$ cat config.mk
export PLATFORM = sky130hd
export DESIGN_NAME = scs_divider
export DESIGN_NICKNAME = d
export VERILOG_FILES = /design/src/rtl/scs_pkg.sv /design/src/rtl/scs_divider.sv
export SDC_FILE = /design/constraint.sdc
export NUM_CORES = 1
export LEC_CHECK = 0
export ABC_AREA = 1
export BUFFER_PORTS_ARGS = -buffer_cell sky130_fd_sc_hd__buf_4
export CAP_MARGIN = 20
export CORE_MARGIN = 3
export CORE_UTILIZATION = 31
export CTS_BUF_LIST = sky130_fd_sc_hd__clkbuf_16
export DETAILED_ROUTE_END_ITERATION = 8
export PLACE_DENSITY = 0.58
export SKIP_CTS_REPAIR_TIMING = 1
export SYNTH_ARGS = -nofsm -noshare
export SYNTH_HDL_FRONTEND = slang
export SYNTH_SLANG_ARGS = --single-unit
$ cat constraint.sdc
create_clock -name clk -period 3 [get_ports clk]
set_clock_uncertainty 0.05 [all_clocks]
set_input_delay 0.45 -clock clk [delete_from_list [all_inputs] [get_ports clk]]
set_output_delay 0.45 -clock clk [all_outputs]
set_load 0.05 [all_outputs]
$ cat src/rtl/scs_pkg.sv
// shared types and constants for the sensor calibrate and smooth unit
package scs_pkg;

	// register map, index = paddr[4:3]
	localparam int unsigned APB_ADDR_W = 5;
	localparam logic [1:0] REG_KNOWN_A = 2'd0;
	localparam logic [1:0] REG_KNOWN_B = 2'd1;
	localparam logic [1:0] REG_CAL_A   = 2'd2;
	localparam logic [1:0] REG_CAL_B   = 2'd3;

	localparam logic [63:0] CAL_RESET = 64'h0000_0640_0000_0640;

	// shared divider: dividend magnitude and divisor magnitude widths
	localparam int unsigned DIV_W  = 33;
	localparam int unsigned DVSR_W = 17;

	localparam int unsigned AVG_W     = 24;
	localparam int unsigned AVG_SUM_W = 28;
	localparam logic [AVG_SUM_W-1:0] ROUND_BIAS = AVG_SUM_W'(5);

	// divide by ten as (x * ceil(2^31 / 10)) >> 31, exact for x below 2^30
	localparam int unsigned RECIP_SHIFT = 31;
	localparam logic [AVG_SUM_W-1:0] RECIP_TEN = AVG_SUM_W'(214748365);

	localparam logic signed [34:0] S16_MAX = 35'sd32767;
	localparam logic signed [34:0] S16_MIN = -35'sd32768;

	typedef struct packed {
		logic              channel;
		logic              connected;
		logic [63:0]       device_address;
		logic signed [11:0] raw_temp;
	} sample_word_t;

	typedef struct packed {
		logic              out_channel;
		logic              reading_valid;
		logic signed [23:0] smoothed_temp;
	} result_word_t;

	typedef struct packed {
		logic [63:0] known_address_a;
		logic [63:0] known_address_b;
		logic [63:0] calibration_a;
		logic [63:0] calibration_b;
	} cfg_regs_t;

	typedef struct packed {
		logic              start;
		logic [DIV_W-1:0]  dividend;
		logic [DVSR_W-1:0] divisor;
	} div_req_t;

	typedef struct packed {
		logic             done;
		logic [DIV_W-1:0] quotient;
	} div_rsp_t;

	typedef enum logic [3:0] {
		ST_IDLE,
		ST_CHECK,
		ST_CDIV,
		ST_CDIV_WAIT,
		ST_CAL_FIX,
		ST_AVG,
		ST_ADIV,
		ST_ASCALE,
		ST_WRITE
	} scs_state_t;

endpackage

$ cat src/rtl/scs_divider.sv
// shared restoring divider, one quotient bit per cycle
module scs_divider (
	input  logic              clk,
	input  logic              arst_n,
	input  scs_pkg::div_req_t req,
	output scs_pkg::div_rsp_t rsp
);
	import scs_pkg::*;

	localparam int unsigned CNT_W = $clog2(DIV_W + 1);

	logic [DIV_W-1:0]  dividend_q;
	logic [DVSR_W-1:0] divisor_q;
	logic [DVSR_W-1:0] rem_q;
	logic [CNT_W-1:0]  cnt_q;
	logic              busy_q;
	logic              done_q;
	logic [DVSR_W:0]   shifted;
	logic [DVSR_W:0]   diff;
	logic              fits;

	assign shifted = {rem_q, dividend_q[DIV_W-1]};
	assign diff    = shifted - {1'b0, divisor_q};
	assign fits    = (shifted >= {1'b0, divisor_q});

	always_ff @(posedge clk or negedge arst_n) begin
		if (!arst_n) begin
			busy_q <= 1'b0;
			done_q <= 1'b0;
			cnt_q  <= '0;
		end else begin
			done_q <= 1'b0;
			if (req.start) begin
				busy_q <= 1'b1;
				cnt_q  <= CNT_W'(DIV_W);
			end else if (busy_q) begin
				cnt_q <= cnt_q - 1'b1;
				if (cnt_q == CNT_W'(1)) begin
					busy_q <= 1'b0;
					done_q <= 1'b1;
				end
			end
		end
	end

	always_ff @(posedge clk) begin
		if (req.start) begin
			dividend_q <= req.dividend;
			divisor_q  <= req.divisor;
			rem_q      <= '0;
		end else if (busy_q) begin
			// quotient bits shift in behind the dividend
			rem_q      <= fits ? diff[DVSR_W-1:0] : shifted[DVSR_W-1:0];
			dividend_q <= {dividend_q[DIV_W-2:0], fits};
		end
	end

	assign rsp.done     = done_q;
	assign rsp.quotient = dividend_q;

endmodule

==> flow_summary_export.csv <==
group,metric,value,unit
sta,relSlewSlack,42.0,%
global_routing,grt_pass1_vias,3760,
die,die_width,124,um
power_and_ir_drop,vdd_drop_max,0.000497,V
cells_and_area,drive_above_1_share,19.7,%
sta,max_freq,430,MHz
global_routing,grt_overflow,0,
setup_path,reg2reg_slack,0.67,ns
logic_synthesis,syn_area_per_cell,7.86,um^2
worst_hold_path,hold_depth,1,
clock_network,path_clk_slew,0.07,ns
worst_hold_path,hp-start,"req[5]",
sta,setup_viol,0,
clock_network,htreeDepth,3,
drt,drc,0,
power_and_ir_drop,swShare,40.6,%
setup_path,crit_path_max_fanout,16,
power_and_ir_drop,clock_power_share,24.0,%
power_and_ir_drop,comb_power_share,41.9,%
clock_network,cts_sinks,75,
global_routing,grt_pass1_wl,18200,um
logic_synthesis,synth_top_area_share,34.7,%
place,place_hpwl,7910,um
cells_and_area,layout.nets,713,
setup_path,start_kind,"flip-flop",
clock_network,clock_latency,0.34,ns
logic_synthesis,async_flop_share,10.7,%
cells_and_area,nFillCells,1425,
logic_synthesis,synth_flop_cell,"edfxtp_1",
sta,holdWs,0.233,ns
global_routing,track_usage,15.1,%
sta,setup_slack,0.674,ns
sta,worst_pin_slew,0.869,ns
die,num_rows,42,
logic_synthesis,ys_seq_elements,75,
sta,min_period,2.33,ns
die,dieArea,0.0154,mm^2
die,die_y,124,um
logic_synthesis,synth.top_cells.by_count,"nand2_1 (226), inv_1 (82), edfxtp_1 (50), nand3_1 (45), ha_1 (19)",
drt,drtIter0Drc,175,
power_and_ir_drop,p_switching,1.70,mW
logic_synthesis,synth_area,0.00433,mm^2
global_routing,antenna_found_initial,0,
logic_synthesis,synth_nets,624,
cells_and_area,diodes,0,
die,ioPinCount,87,
place,pre_cts_slack,0.664,ns
drt,drt-total-wl,10600,um
clock_network,cts_tree,"built",
logic_synthesis,synthTopCellsByArea,"edfxtp_1 (35%), nand2_1 (20%), dfxtp_1 (7.9%)",
setup_path,rr_worst_depth,11,
cells_and_area,area_delta_synth_final,25.1,%
logic_synthesis,yosysWarnings,0,
sta,final.setup.tns,0,ns
setup_path,timing.rr.end,"rem_q[8]",
setup_path,crit_arrival,2.54,ns
setup_path,critPathCaptureType,"flip-flop",
power_and_ir_drop,p_per_area,776,mW/mm^2
sta,rsz0062_at_grt,"no",
logic_synthesis,synth.distinct_cells,33,
drt,routedWlPerCell,12.9,um
logic_synthesis,ys_seq_area_share,47.2,%
drt,vias,3694,
drt,ant_nets,0,
place,io_buffers,86,
drt,via_per_inst,4.50,
outcome,status,"finished, final reports clean",
clock_network,cts_buffer_depth,2,
sta,min_period_over_period,77.5,%
die,coreArea,0.0135,mm^2
clock_network,cts-buffers-inserted,9,
worst_hold_path,min_to,"divisor_q[5]",
power_and_ir_drop,p_int,2.50,mW
power_and_ir_drop,p_leak,2.83,nW
drt,first_pass_iters,4,
logic_synthesis,synth_edf_count,50,
clock_network,cts-root-buf,"clkbuf_16",
place,gp_congestion,0.857,
setup_path,crit_required,3.21,ns
power_and_ir_drop,power.share.sequential,34.2,%
global_routing,grt_max_degree,39,
die,initial_utilization,32.2,%
logic_synthesis,synth_top_area_cell,"edfxtp_1",
logic_synthesis,synthCells,551,
setup_path,r2r-start,"dividend_q[32]",
sta,final-max-slew-violation-count,0,
sta,hold_viol,0,
setup_path,critical_path_class,"reg -> reg",
worst_hold_path,hold_path_class,"in -> reg",
flow_run,drv_cap,0,
logic_synthesis,synth_most_common_cell,"nand2_1",
per-layer routing:
layer	up-vias	routed length, um	GRT usage [%]
li1	1921	-	-
met2	109	4570	23.5
met1	1657	4920	19.3
met4	0	110	3.76
met5	-	0	0
met3	7	985	6.81
logic make-up (layout without fill, tap and decap cells):
logic type,after synthesis,in the layout,synth area share (%)
DFF,75,75,47.2
buffers and inverters,99,193,10.1
and+or+nand+nor,320,320,31.7
adders and majority gates,20,20,5.95
AOI/OAI and AO/OA,30,30,3.67
xor gates and xnor gates,7,7,1.42
area by class of cell:
class | instances | area (um^2) | share of cell area (%)
clock buffers | 9 | 225 | 4.16
clock inverters | 7 | 45.0 | 0.832
inverters | 83 | 312 | 5.75
multi-input cells | 377 | 1850 | 34.2
flip-flops and latches | 75 | 2040 | 37.7
well taps | 176 | 220 | 4.07
repair buffers | 94 | 721 | 13.3
power groups by stage:
stage | logic (mW) | clock network, mW | registers (mW)
6_report | 1.76 | 1.01 | 1.43
2_1_floorplan | 1.12 | 0 | 1.66
3_3_place_gp | 1.74 | 0 | 1.45
3_5_place_dp | 1.76 | 0 | 1.45
5_1_grt | 2.00 | 1.09 | 1.46
4_1_cts | 1.77 | 1.04 | 1.44
per-stage QoR:
step / cells / power, mW / util (%) / instance area (um^2)
3_3_place_gp: 804 / 3.19 / 38.2 / 5130
5_1_grt: 821 / 4.54 / 40.2 / 5410
6_report: 821 / 4.20 / 40.2 / 5410
3_5_place_dp: 804 / 3.21 / 38.2 / 5130
4_1_cts: 820 / 4.24 / 40.2 / 5400
2_1_floorplan: 551 / 2.78 / - / 4330
cells in the final DEF, fill, tap and decap left out, types with 5 or more instances in the layout:
| cell type | netlist | layout |
|---|---|---|
| dfxtp_1 | 17 | 17 |
| nand2_1 | 226 | 226 |
| edfxtp_1 | 50 | 50 |
| inv_1 | 82 | 83 |
| dfrtp_1 | 8 | 8 |
| buf_4 | 1 | 92 |
| o21ai_0 | 12 | 12 |
| nor3_1 | 5 | 5 |
| nand3_1 | 45 | 45 |
| xnor2_1 | 5 | 5 |
| a21oi_1 | 13 | 13 |
| ha_1 | 19 | 19 |
| nor2_1 | 17 | 17 |
| nor2_2 | 5 | 5 |
| nand2_2 | 6 | 6 |
| clkbuf_16 | 0 | 9 |
critical path, stage by stage (launching register included):
cell      delay, ns
edfxtp_1       0.38
inv_1          0.09
ha_1           0.14
inv_1          0.07
fa_1           0.44
nand3_1        0.15
nand3_2        0.10
nand2_2        0.23
nand2_2        0.28
nand2_1        0.14
nand3_1        0.07
o21ai_1        0.11
state kept, by name (all words and copies together) (netlist names):
name	flops
dividend_q	33
divisor_q	17
rem_q	17
cnt_q	6
busy_q	1
done_q	1
worst max path at each step:
stage,start,to,slack [ns],cells after the start
after global routing,dividend_q[32],rem_q[10],0.43,11
after floorplan,dividend_q[32],dividend_q[0],0.71,10
after global placement,dividend_q[32],rem_q[4],0.80,11
after CTS,dividend_q[32],rem_q[6],0.64,11
final,dividend_q[32],rem_q[8],0.67,11
after detailed placement,dividend_q[32],rem_q[6],0.66,11
Power figures use the tool's default switching activity.
