$ cat config.mk
export PLATFORM = sky130hd
export DESIGN_NAME = scs_regs
export DESIGN_NICKNAME = d
export VERILOG_FILES = /design/src/rtl/scs_pkg.sv /design/src/rtl/scs_regs.sv
export SDC_FILE = /design/constraint.sdc
export NUM_CORES = 1
export LEC_CHECK = 0
export ABC_AREA = 0
export ABC_CLOCK_PERIOD_IN_PS = 1400
export BUFFER_PORTS_ARGS = -buffer_cell sky130_fd_sc_hd__buf_2
export CORE_ASPECT_RATIO = 1.75
export CORE_MARGIN = 10
export CORE_UTILIZATION = 46
export CTS_CLUSTER_DIAMETER = 200
export DETAILED_ROUTE_END_ITERATION = 8
export GPL_TIMING_DRIVEN = 0
export PLACE_DENSITY = 0.73
export SLEW_MARGIN = 20
export SYNTH_ARGS = -nofsm -noshare
export SYNTH_HDL_FRONTEND = slang
export SYNTH_SLANG_ARGS = --single-unit
$ cat constraint.sdc
create_clock -name clk -period 1.4 [get_ports clk]
set_input_delay 0.07 -clock clk [delete_from_list [all_inputs] [get_ports clk]]
set_output_delay 0.07 -clock clk [all_outputs]
set_load 0.02 [all_outputs]
$ cat src/rtl/scs_pkg.sv
// shared types and constants for the sensor calibrate and smooth unit
package scs_pkg;

	// register map, index = paddr[4:3]
	localparam int unsigned APB_ADDR_W = 5;
	localparam logic [1:0] REG_KNOWN_A = 2'd0;
	localparam logic [1:0] REG_KNOWN_B = 2'd1;
	localparam logic [1:0] REG_CAL_A   = 2'd2;
	localparam logic [1:0] REG_CAL_B   = 2'd3;

	localparam logic [63:0] CAL_RESET = 64'h0000_0640_0000_0640;

	// shared divider: dividend magnitude and divisor magnitude widths
	localparam int unsigned DIV_W  = 33;
	localparam int unsigned DVSR_W = 17;

	localparam int unsigned AVG_W     = 24;
	localparam int unsigned AVG_SUM_W = 28;
	localparam logic [AVG_SUM_W-1:0] ROUND_BIAS = AVG_SUM_W'(5);

	// divide by ten as (x * ceil(2^31 / 10)) >> 31, exact for x below 2^30
	localparam int unsigned RECIP_SHIFT = 31;
	localparam logic [AVG_SUM_W-1:0] RECIP_TEN = AVG_SUM_W'(214748365);

	localparam logic signed [34:0] S16_MAX = 35'sd32767;
	localparam logic signed [34:0] S16_MIN = -35'sd32768;

	typedef struct packed {
		logic              channel;
		logic              connected;
		logic [63:0]       device_address;
		logic signed [11:0] raw_temp;
	} sample_word_t;

	typedef struct packed {
		logic              out_channel;
		logic              reading_valid;
		logic signed [23:0] smoothed_temp;
	} result_word_t;

	typedef struct packed {
		logic [63:0] known_address_a;
		logic [63:0] known_address_b;
		logic [63:0] calibration_a;
		logic [63:0] calibration_b;
	} cfg_regs_t;

	typedef struct packed {
		logic              start;
		logic [DIV_W-1:0]  dividend;
		logic [DVSR_W-1:0] divisor;
	} div_req_t;

	typedef struct packed {
		logic             done;
		logic [DIV_W-1:0] quotient;
	} div_rsp_t;

	typedef enum logic [3:0] {
		ST_IDLE,
		ST_CHECK,
		ST_CDIV,
		ST_CDIV_WAIT,
		ST_CAL_FIX,
		ST_AVG,
		ST_ADIV,
		ST_ASCALE,
		ST_WRITE
	} scs_state_t;

endpackage

$ cat src/rtl/scs_regs.sv
// apb configuration registers: known addresses and calibration entries
module scs_regs (
	input  logic                              clk,
	input  logic                              arst_n,
	input  logic                              psel,
	input  logic                              penable,
	input  logic                              pwrite,
	input  logic [scs_pkg::APB_ADDR_W-1:0]    paddr,
	input  logic [63:0]                       pwdata,
	output logic [63:0]                       prdata,
	output scs_pkg::cfg_regs_t                cfg
);
	import scs_pkg::*;

	cfg_regs_t  cfg_q;
	logic       wr_en;
	logic [1:0] idx;

	assign idx   = paddr[4:3];
	assign wr_en = psel && penable && pwrite;

	always_ff @(posedge clk or negedge arst_n) begin
		if (!arst_n) begin
			cfg_q.known_address_a <= '0;
			cfg_q.known_address_b <= '0;
			cfg_q.calibration_a   <= CAL_RESET;
			cfg_q.calibration_b   <= CAL_RESET;
		end else if (wr_en) begin
			case (idx)
				REG_KNOWN_A: cfg_q.known_address_a <= pwdata;
				REG_KNOWN_B: cfg_q.known_address_b <= pwdata;
				REG_CAL_A:   cfg_q.calibration_a   <= pwdata;
				REG_CAL_B:   cfg_q.calibration_b   <= pwdata;
				default: ;
			endcase
		end
	end

	always_comb begin
		case (idx)
			REG_KNOWN_A: prdata = cfg_q.known_address_a;
			REG_KNOWN_B: prdata = cfg_q.known_address_b;
			REG_CAL_A:   prdata = cfg_q.calibration_a;
			REG_CAL_B:   prdata = cfg_q.calibration_b;
			default:     prdata = '0;
		endcase
	end

	assign cfg = cfg_q;

endmodule

==> results of run 1 <==
==> where the power goes <==
part | leakage, nW | switching (mW) | internal [mW]
Clock | 0.388 | 2.80 | 3.83
Combinational | 5.08 | 6.14 | 6.16
Sequential | 3.12 | 1.34 | 9.19
Total | 8.58 | 10.3 | 19.2
==> metal layers <==
metal	wire [um]	track usage (%)
met1	13100	24.1
met2	21300	42.2
met3	2590	5.99
met4	2260	13.7
met5	13	0
==> repair_timing <==
item | 4_1_cts | 5_1_grt
hold buffers | 65 | 0
resized for setup | 144 | 50
endpoints found under the setup margin | 64 | 79
buffers inserted | 136 | 46
endpoints found under the hold margin | 329 | 0
==> stage by stage <==
| step | hold WS [ns] | TNS (ns) |
|---|---|---|
| 6_report | 0.0535 | -14.00 |
| 5_1_grt | 0.0565 | -16.67 |
| 4_1_cts | 0.0347 | -14.78 |
| 3_5_place_dp | 0.0873 | -78.90 |
| 3_3_place_gp | 0.325 | -1123.64 |
| 2_1_floorplan | -0.226 | 0 |
==> cell type report <==
class	count	area, sq um	area share, %
sequential	256	6420	37.5
multi-input combinational	326	4600	26.9
timing repair buffer	638	4600	26.9
clock buffer	36	697	4.07
tap	308	385	2.25
buffer	41	305	1.78
clock inverter	8	100	0.585
antenna	2	5.00	0.0292
inverter	1	3.75	0.0219
==> cells in the final DEF (no fill, tap or decap), drive strengths merged <==
cell         synthesis  layout
nand4                1       1
clkbuf               0      36
buf                 41     614
mux4                64      64
mux2               256     256
or3                  1       1
nor2                 1       1
diode                0       2
nor3                 1       1
inv                  1       3
nand3                1       1
dfrtp              244     244
or2                  1       1
dlygate4sd3          0      65
clkinvlp             0       1
clkinv               0       3
bufinv               0       2
dfstp               12      12
==> worst max-delay path, cell delays in order, from the launching register on <==
cell and delay (ns):
dfrtp_1 0.43, mux4_2 0.51, buf_6 0.15
==> worst paths after layout <==
| path | start | end | slack, ns | cells past startpoint |
|---|---|---|---|---|
| worst min register to register | cfg[63] | cfg[63] | 0.52 | 1 |
| min in group asynchronous | arst_n | cfg[169] | 0.13 | 2 |
| worst min-delay path | paddr[3] | cfg[65] | 0.05 | 3 |
| worst max-delay path | cfg[21] | prdata[21] | -0.27 | 2 |
| max in group asynchronous | arst_n | cfg[142] | 0.33 | 3 |
| worst max register to register | cfg[55] | cfg[55] | 0.24 | 4 |
==> logic make-up after synthesis <==
logic type | after synthesis
simple gates | 6
mux | 320
buf+inv | 42
flops | 256
==> impl_metrics.toml, run 1 <==
[timing]
fmax_mhz = 598
worst_pin_slew_ns = 0.717
max_slew_margin_pct = 52.1
finalHoldViolations = 0
final-max-slew-violation-count = 0
post-route-min-period_ns = 1.67
setup_viol = 66
finClkSkew_ns = 0
rsz0062_at_grt = "true"
timing.final.ws_setup_ns = -0.273
post-route-period-util_pct = 119

[power_and_ir_drop]
leakagePower_nw = 8.58
fin_total_pwr_mw = 29.5
power_density_mw_per_mm2 = 1720
ir_drop_mv = 1.33

[worst_hold_path]
hold_path_class = "in -> reg"

[clock_network]
clk_path_buf_depth = 3
root_buffer = "clkbuf_16"
htreeDepth = 1
cts_sinks = 256
path_clk_slew_ns = 0.07
worstSkewPairLatency_ns = 0.51
cts_buffers = 24
cts_tree = "yes"

[route]
ant_nets = 0
drc = 0
drtPass1Iterations = 4
wl_per_cell_um = 24.3
first_iter_violations = 365
vias = 8733
viasPerCell = 5.40
wirelength_mm = 39.3

[final_layout]
nets = 1362
utilization_pct = 71.0
syn2layout_area_growth_pct = 51.4
largest_reg_flops = 256
fin_cells = 1616
final_cell_area_sq_mm = 0.0171
fillCellCount = 1491
drive_gt1_share_pct = 70.4

[floorplan]
start_util_pct = 46.9
rows = 75
die-area_sq_mm = 0.0315
die_x_um = 138
die_h_um = 227
design.core.area_sq_mm = 0.0241
io_pins = 394

[yosys]
syn-num-nets = 698
synth_mux_area_share_pct = 40.2
yosys.area_share.simple_pct = 0.410
synthAdderAreaFrac_pct = 0
synth.area.top_cells = "dfrtp_1 (54%), mux2_2 (13%), mux4_2 (13%)"
synthCells = 624
synth_most_common_cell = "dfrtp_1"
synth_seq_cells = 256
synthArstFlopShare_pct = 100
syn_area_sq_mm = 0.0113
synth_top_area_share_pct = 54.0
synth-xor-area-share_pct = 0
synth_top_family_by_area = "multiplexers"
synthTopCellsByCount = "dfrtp_1 (244), mux2_2 (130), mux2_1 (66)"
synth_cell_types = 17
yosysWarningCount = 0
avgSynthCellArea_sq_um = 18.1
synth_edf_count = 0
synth_top_area_cell = "dfrtp_1"
synthFlopType = "dfrtp_1"
synth_compound_area_share_pct = 0
ys_seq_area_share_pct = 56.8

[worst_setup_path]
critPathArrivalTime_ns = 1.60
path_max_fanout = 3
start_kind = "register"
required_ns = 1.33
critical_path_class = "reg -> out"
end_kind = "output port"

[placement]
pre_cts_slack_ns = -0.456
dp.final_hpwl_mm = 25.5
gp_congestion = 0.832
placed_cells = 1323
io_buffers = 389
dpl_cell_area_sq_mm = 0.0137

[global_routing]
grt_max_degree = 103
first_global_vias = 9696
globalRouteTotalUtil_pct = 23.4
grt_pass1_wl_mm = 58.3
antenna_found_initial = 3
grt_overflow = 0

[outcome]
status = "complete, but fails checks"
violations = "negative setup slack"

[job]
drv_cap = 0
Note: power is estimated with default switching activity, not from simulation.
==> run 2, diff against run 1 <==
CORE_UTILIZATION = 50   (was 46)
PLACE_DENSITY = 0.79   (was 0.73)
==> run 2 against run 1 <==
Against the previous run: first-iteration DRC count rose by 45%; via count increased by 1.9%; non-clock buffer count grew 1; clock skew unchanged; final cell count decreased by 0.56%; the flow still finishes with violations (negative setup slack); cell area down 0.69%; sequential cell count unchanged; clock power hardly changed.
==> impl_metrics.toml, run 2 (same netlist as run 1, synthesis figures left out) <==
[global_routing]
grt_max_degree = 103
grt_use_met3_pct = 6.47
met1_usage_pct = 27.2
antenna_found_initial = 5
grt_most_used_layer = "met2"
first_global_vias = 9886
met2_usage_pct = 46.8
grt_pass1_wl_mm = 59.9
globalRouteTotalUtil_pct = 26.2
grt_overflow = 0

[route]
drc = 0
wirelength_mm = 41.4
drtPass1Iterations = 5
vias = 8898
wl_per_cell_um = 25.7
viasPerCell = 5.54
ant_nets = 0
first_iter_violations = 528

[clock_network]
htreeDepth = 1
cts_sinks = 256
root_buffer = "clkbuf_16"
cts_buffers = 24
path_clk_slew_ns = 0.07
worstSkewPairLatency_ns = 0.51
clk_path_buf_depth = 3
cts_tree = "yes"

[timing]
hold_slack_ns = 0.0418
setup_viol = 67
rsz0062_at_grt = "true"
timing.final.ws_setup_ns = -0.307
post-route-min-period_ns = 1.71
max_slew_margin_pct = 54.6
finalHoldViolations = 0
worst_pin_slew_ns = 0.680
fmax_mhz = 586
fin_tns_setup_ns = -13.94
finClkSkew_ns = 0
post-route-period-util_pct = 122
final-max-slew-violation-count = 0

[final_layout]
utilization_pct = 76.7
nets = 1363
syn2layout_area_growth_pct = 50.4
largest_reg_flops = 256
fillCellCount = 1218
drive_gt1_share_pct = 70.2
layout_common_cells = "buf_2 (332), dfrtp_1 (244), buf_4 (195)"
final_cell_area_sq_mm = 0.0170
mostFrequentLayoutCell = "buf_2"

[power_and_ir_drop]
ir_drop_mv = 1.40
power_density_mw_per_mm2 = 1740
leakagePower_nw = 8.56

[outcome]
status = "complete, but fails checks"
violations = "negative setup slack"

[job]
drv_cap = 0

[floorplan]
die-area_sq_mm = 0.0293
rows = 72
die_h_um = 219
die_x_um = 134
io_pins = 394
start_util_pct = 51.0
design.core.area_sq_mm = 0.0222

[placement]
io_buffers = 389
gp_congestion = 0.820
dpl_cell_area_sq_mm = 0.0137
dp.final_hpwl_mm = 25.3

[worst_setup_path]
required_ns = 1.33
end_kind = "output port"
critical_path_class = "reg -> out"
start_kind = "register"
critPathArrivalTime_ns = 1.64
path_max_fanout = 2
r2r_slack_ns = 0.31

[worst_hold_path]
hold_path_class = "in -> reg"
[run 2: timing repair]
item / in CTS / in global routing
setup buffers: 138 / 45
hold endpoints to repair: 334 / 0
endpoints found under the setup margin: 64 / 65
hold buffers: 65 / 0
gates resized for setup: 139 / 21
[run 2: metal layers]
metal,vias up,part of all wire (%)
met4,4,6.3
li1,3677,-
met2,477,53
met1,4584,33
met5,-,0.068
met3,156,7.1
[run 2: worst paths after layout]
path | from | end | cells after the start
min | paddr[3] | cfg[244] | 3
max reg2reg | cfg[60] | cfg[60] | 3
max | cfg[231] | prdata[39] | 2
min reg2reg | cfg[3] | cfg[3] | 1
max in group asynchronous | arst_n | cfg[212] | 3
min in group asynchronous | arst_n | cfg[238] | 2
[run 2: cell type report]
| cell class | count | area, sq um | area share (%) |
|---|---|---|---|
| Inverter | 1 | 3.75 | 0.0221 |
| Timing Repair Buffer | 639 | 4500 | 26.5 |
| Antenna cell | 4 | 10.0 | 0.0589 |
| Clock buffer | 43 | 763 | 4.49 |
| Sequential cell | 256 | 6420 | 37.8 |
| Clock inverter | 1 | 30.0 | 0.177 |
| Tap cell | 296 | 370 | 2.18 |
| Multi-Input combinational cell | 326 | 4600 | 27.0 |
| Buffer | 41 | 305 | 1.80 |
[run 2: power by group]
group          switching [mW]  leakage, nW  total [mW]  internal [mW]
Combinational            6.26         5.05        12.3           6.05
Clock                    2.78        0.386        6.63           3.85
Sequential               1.37         3.12        10.6           9.19
Total                    10.4         8.56        29.5           19.1
[run 2: per-stage QoR]
| step | std cells | power (mW) | setup slack [ns] |
|---|---|---|---|
| final | 1607 | 29.5 | -0.307 |
| after global routing | 1605 | 30.6 | -0.344 |
| after CTS | 1558 | 28.6 | -0.260 |
| after detailed placement | 1311 | 19.7 | -0.438 |
| after global placement | 1309 | 19.5 | -4.18 |
| after floorplan | 624 | 15.9 | 0.0629 |
[run 2: critical path: stages (launching register included)]
cell	delay, ns
dfrtp_1	0.43
mux4_2	0.53
buf_6	0.16
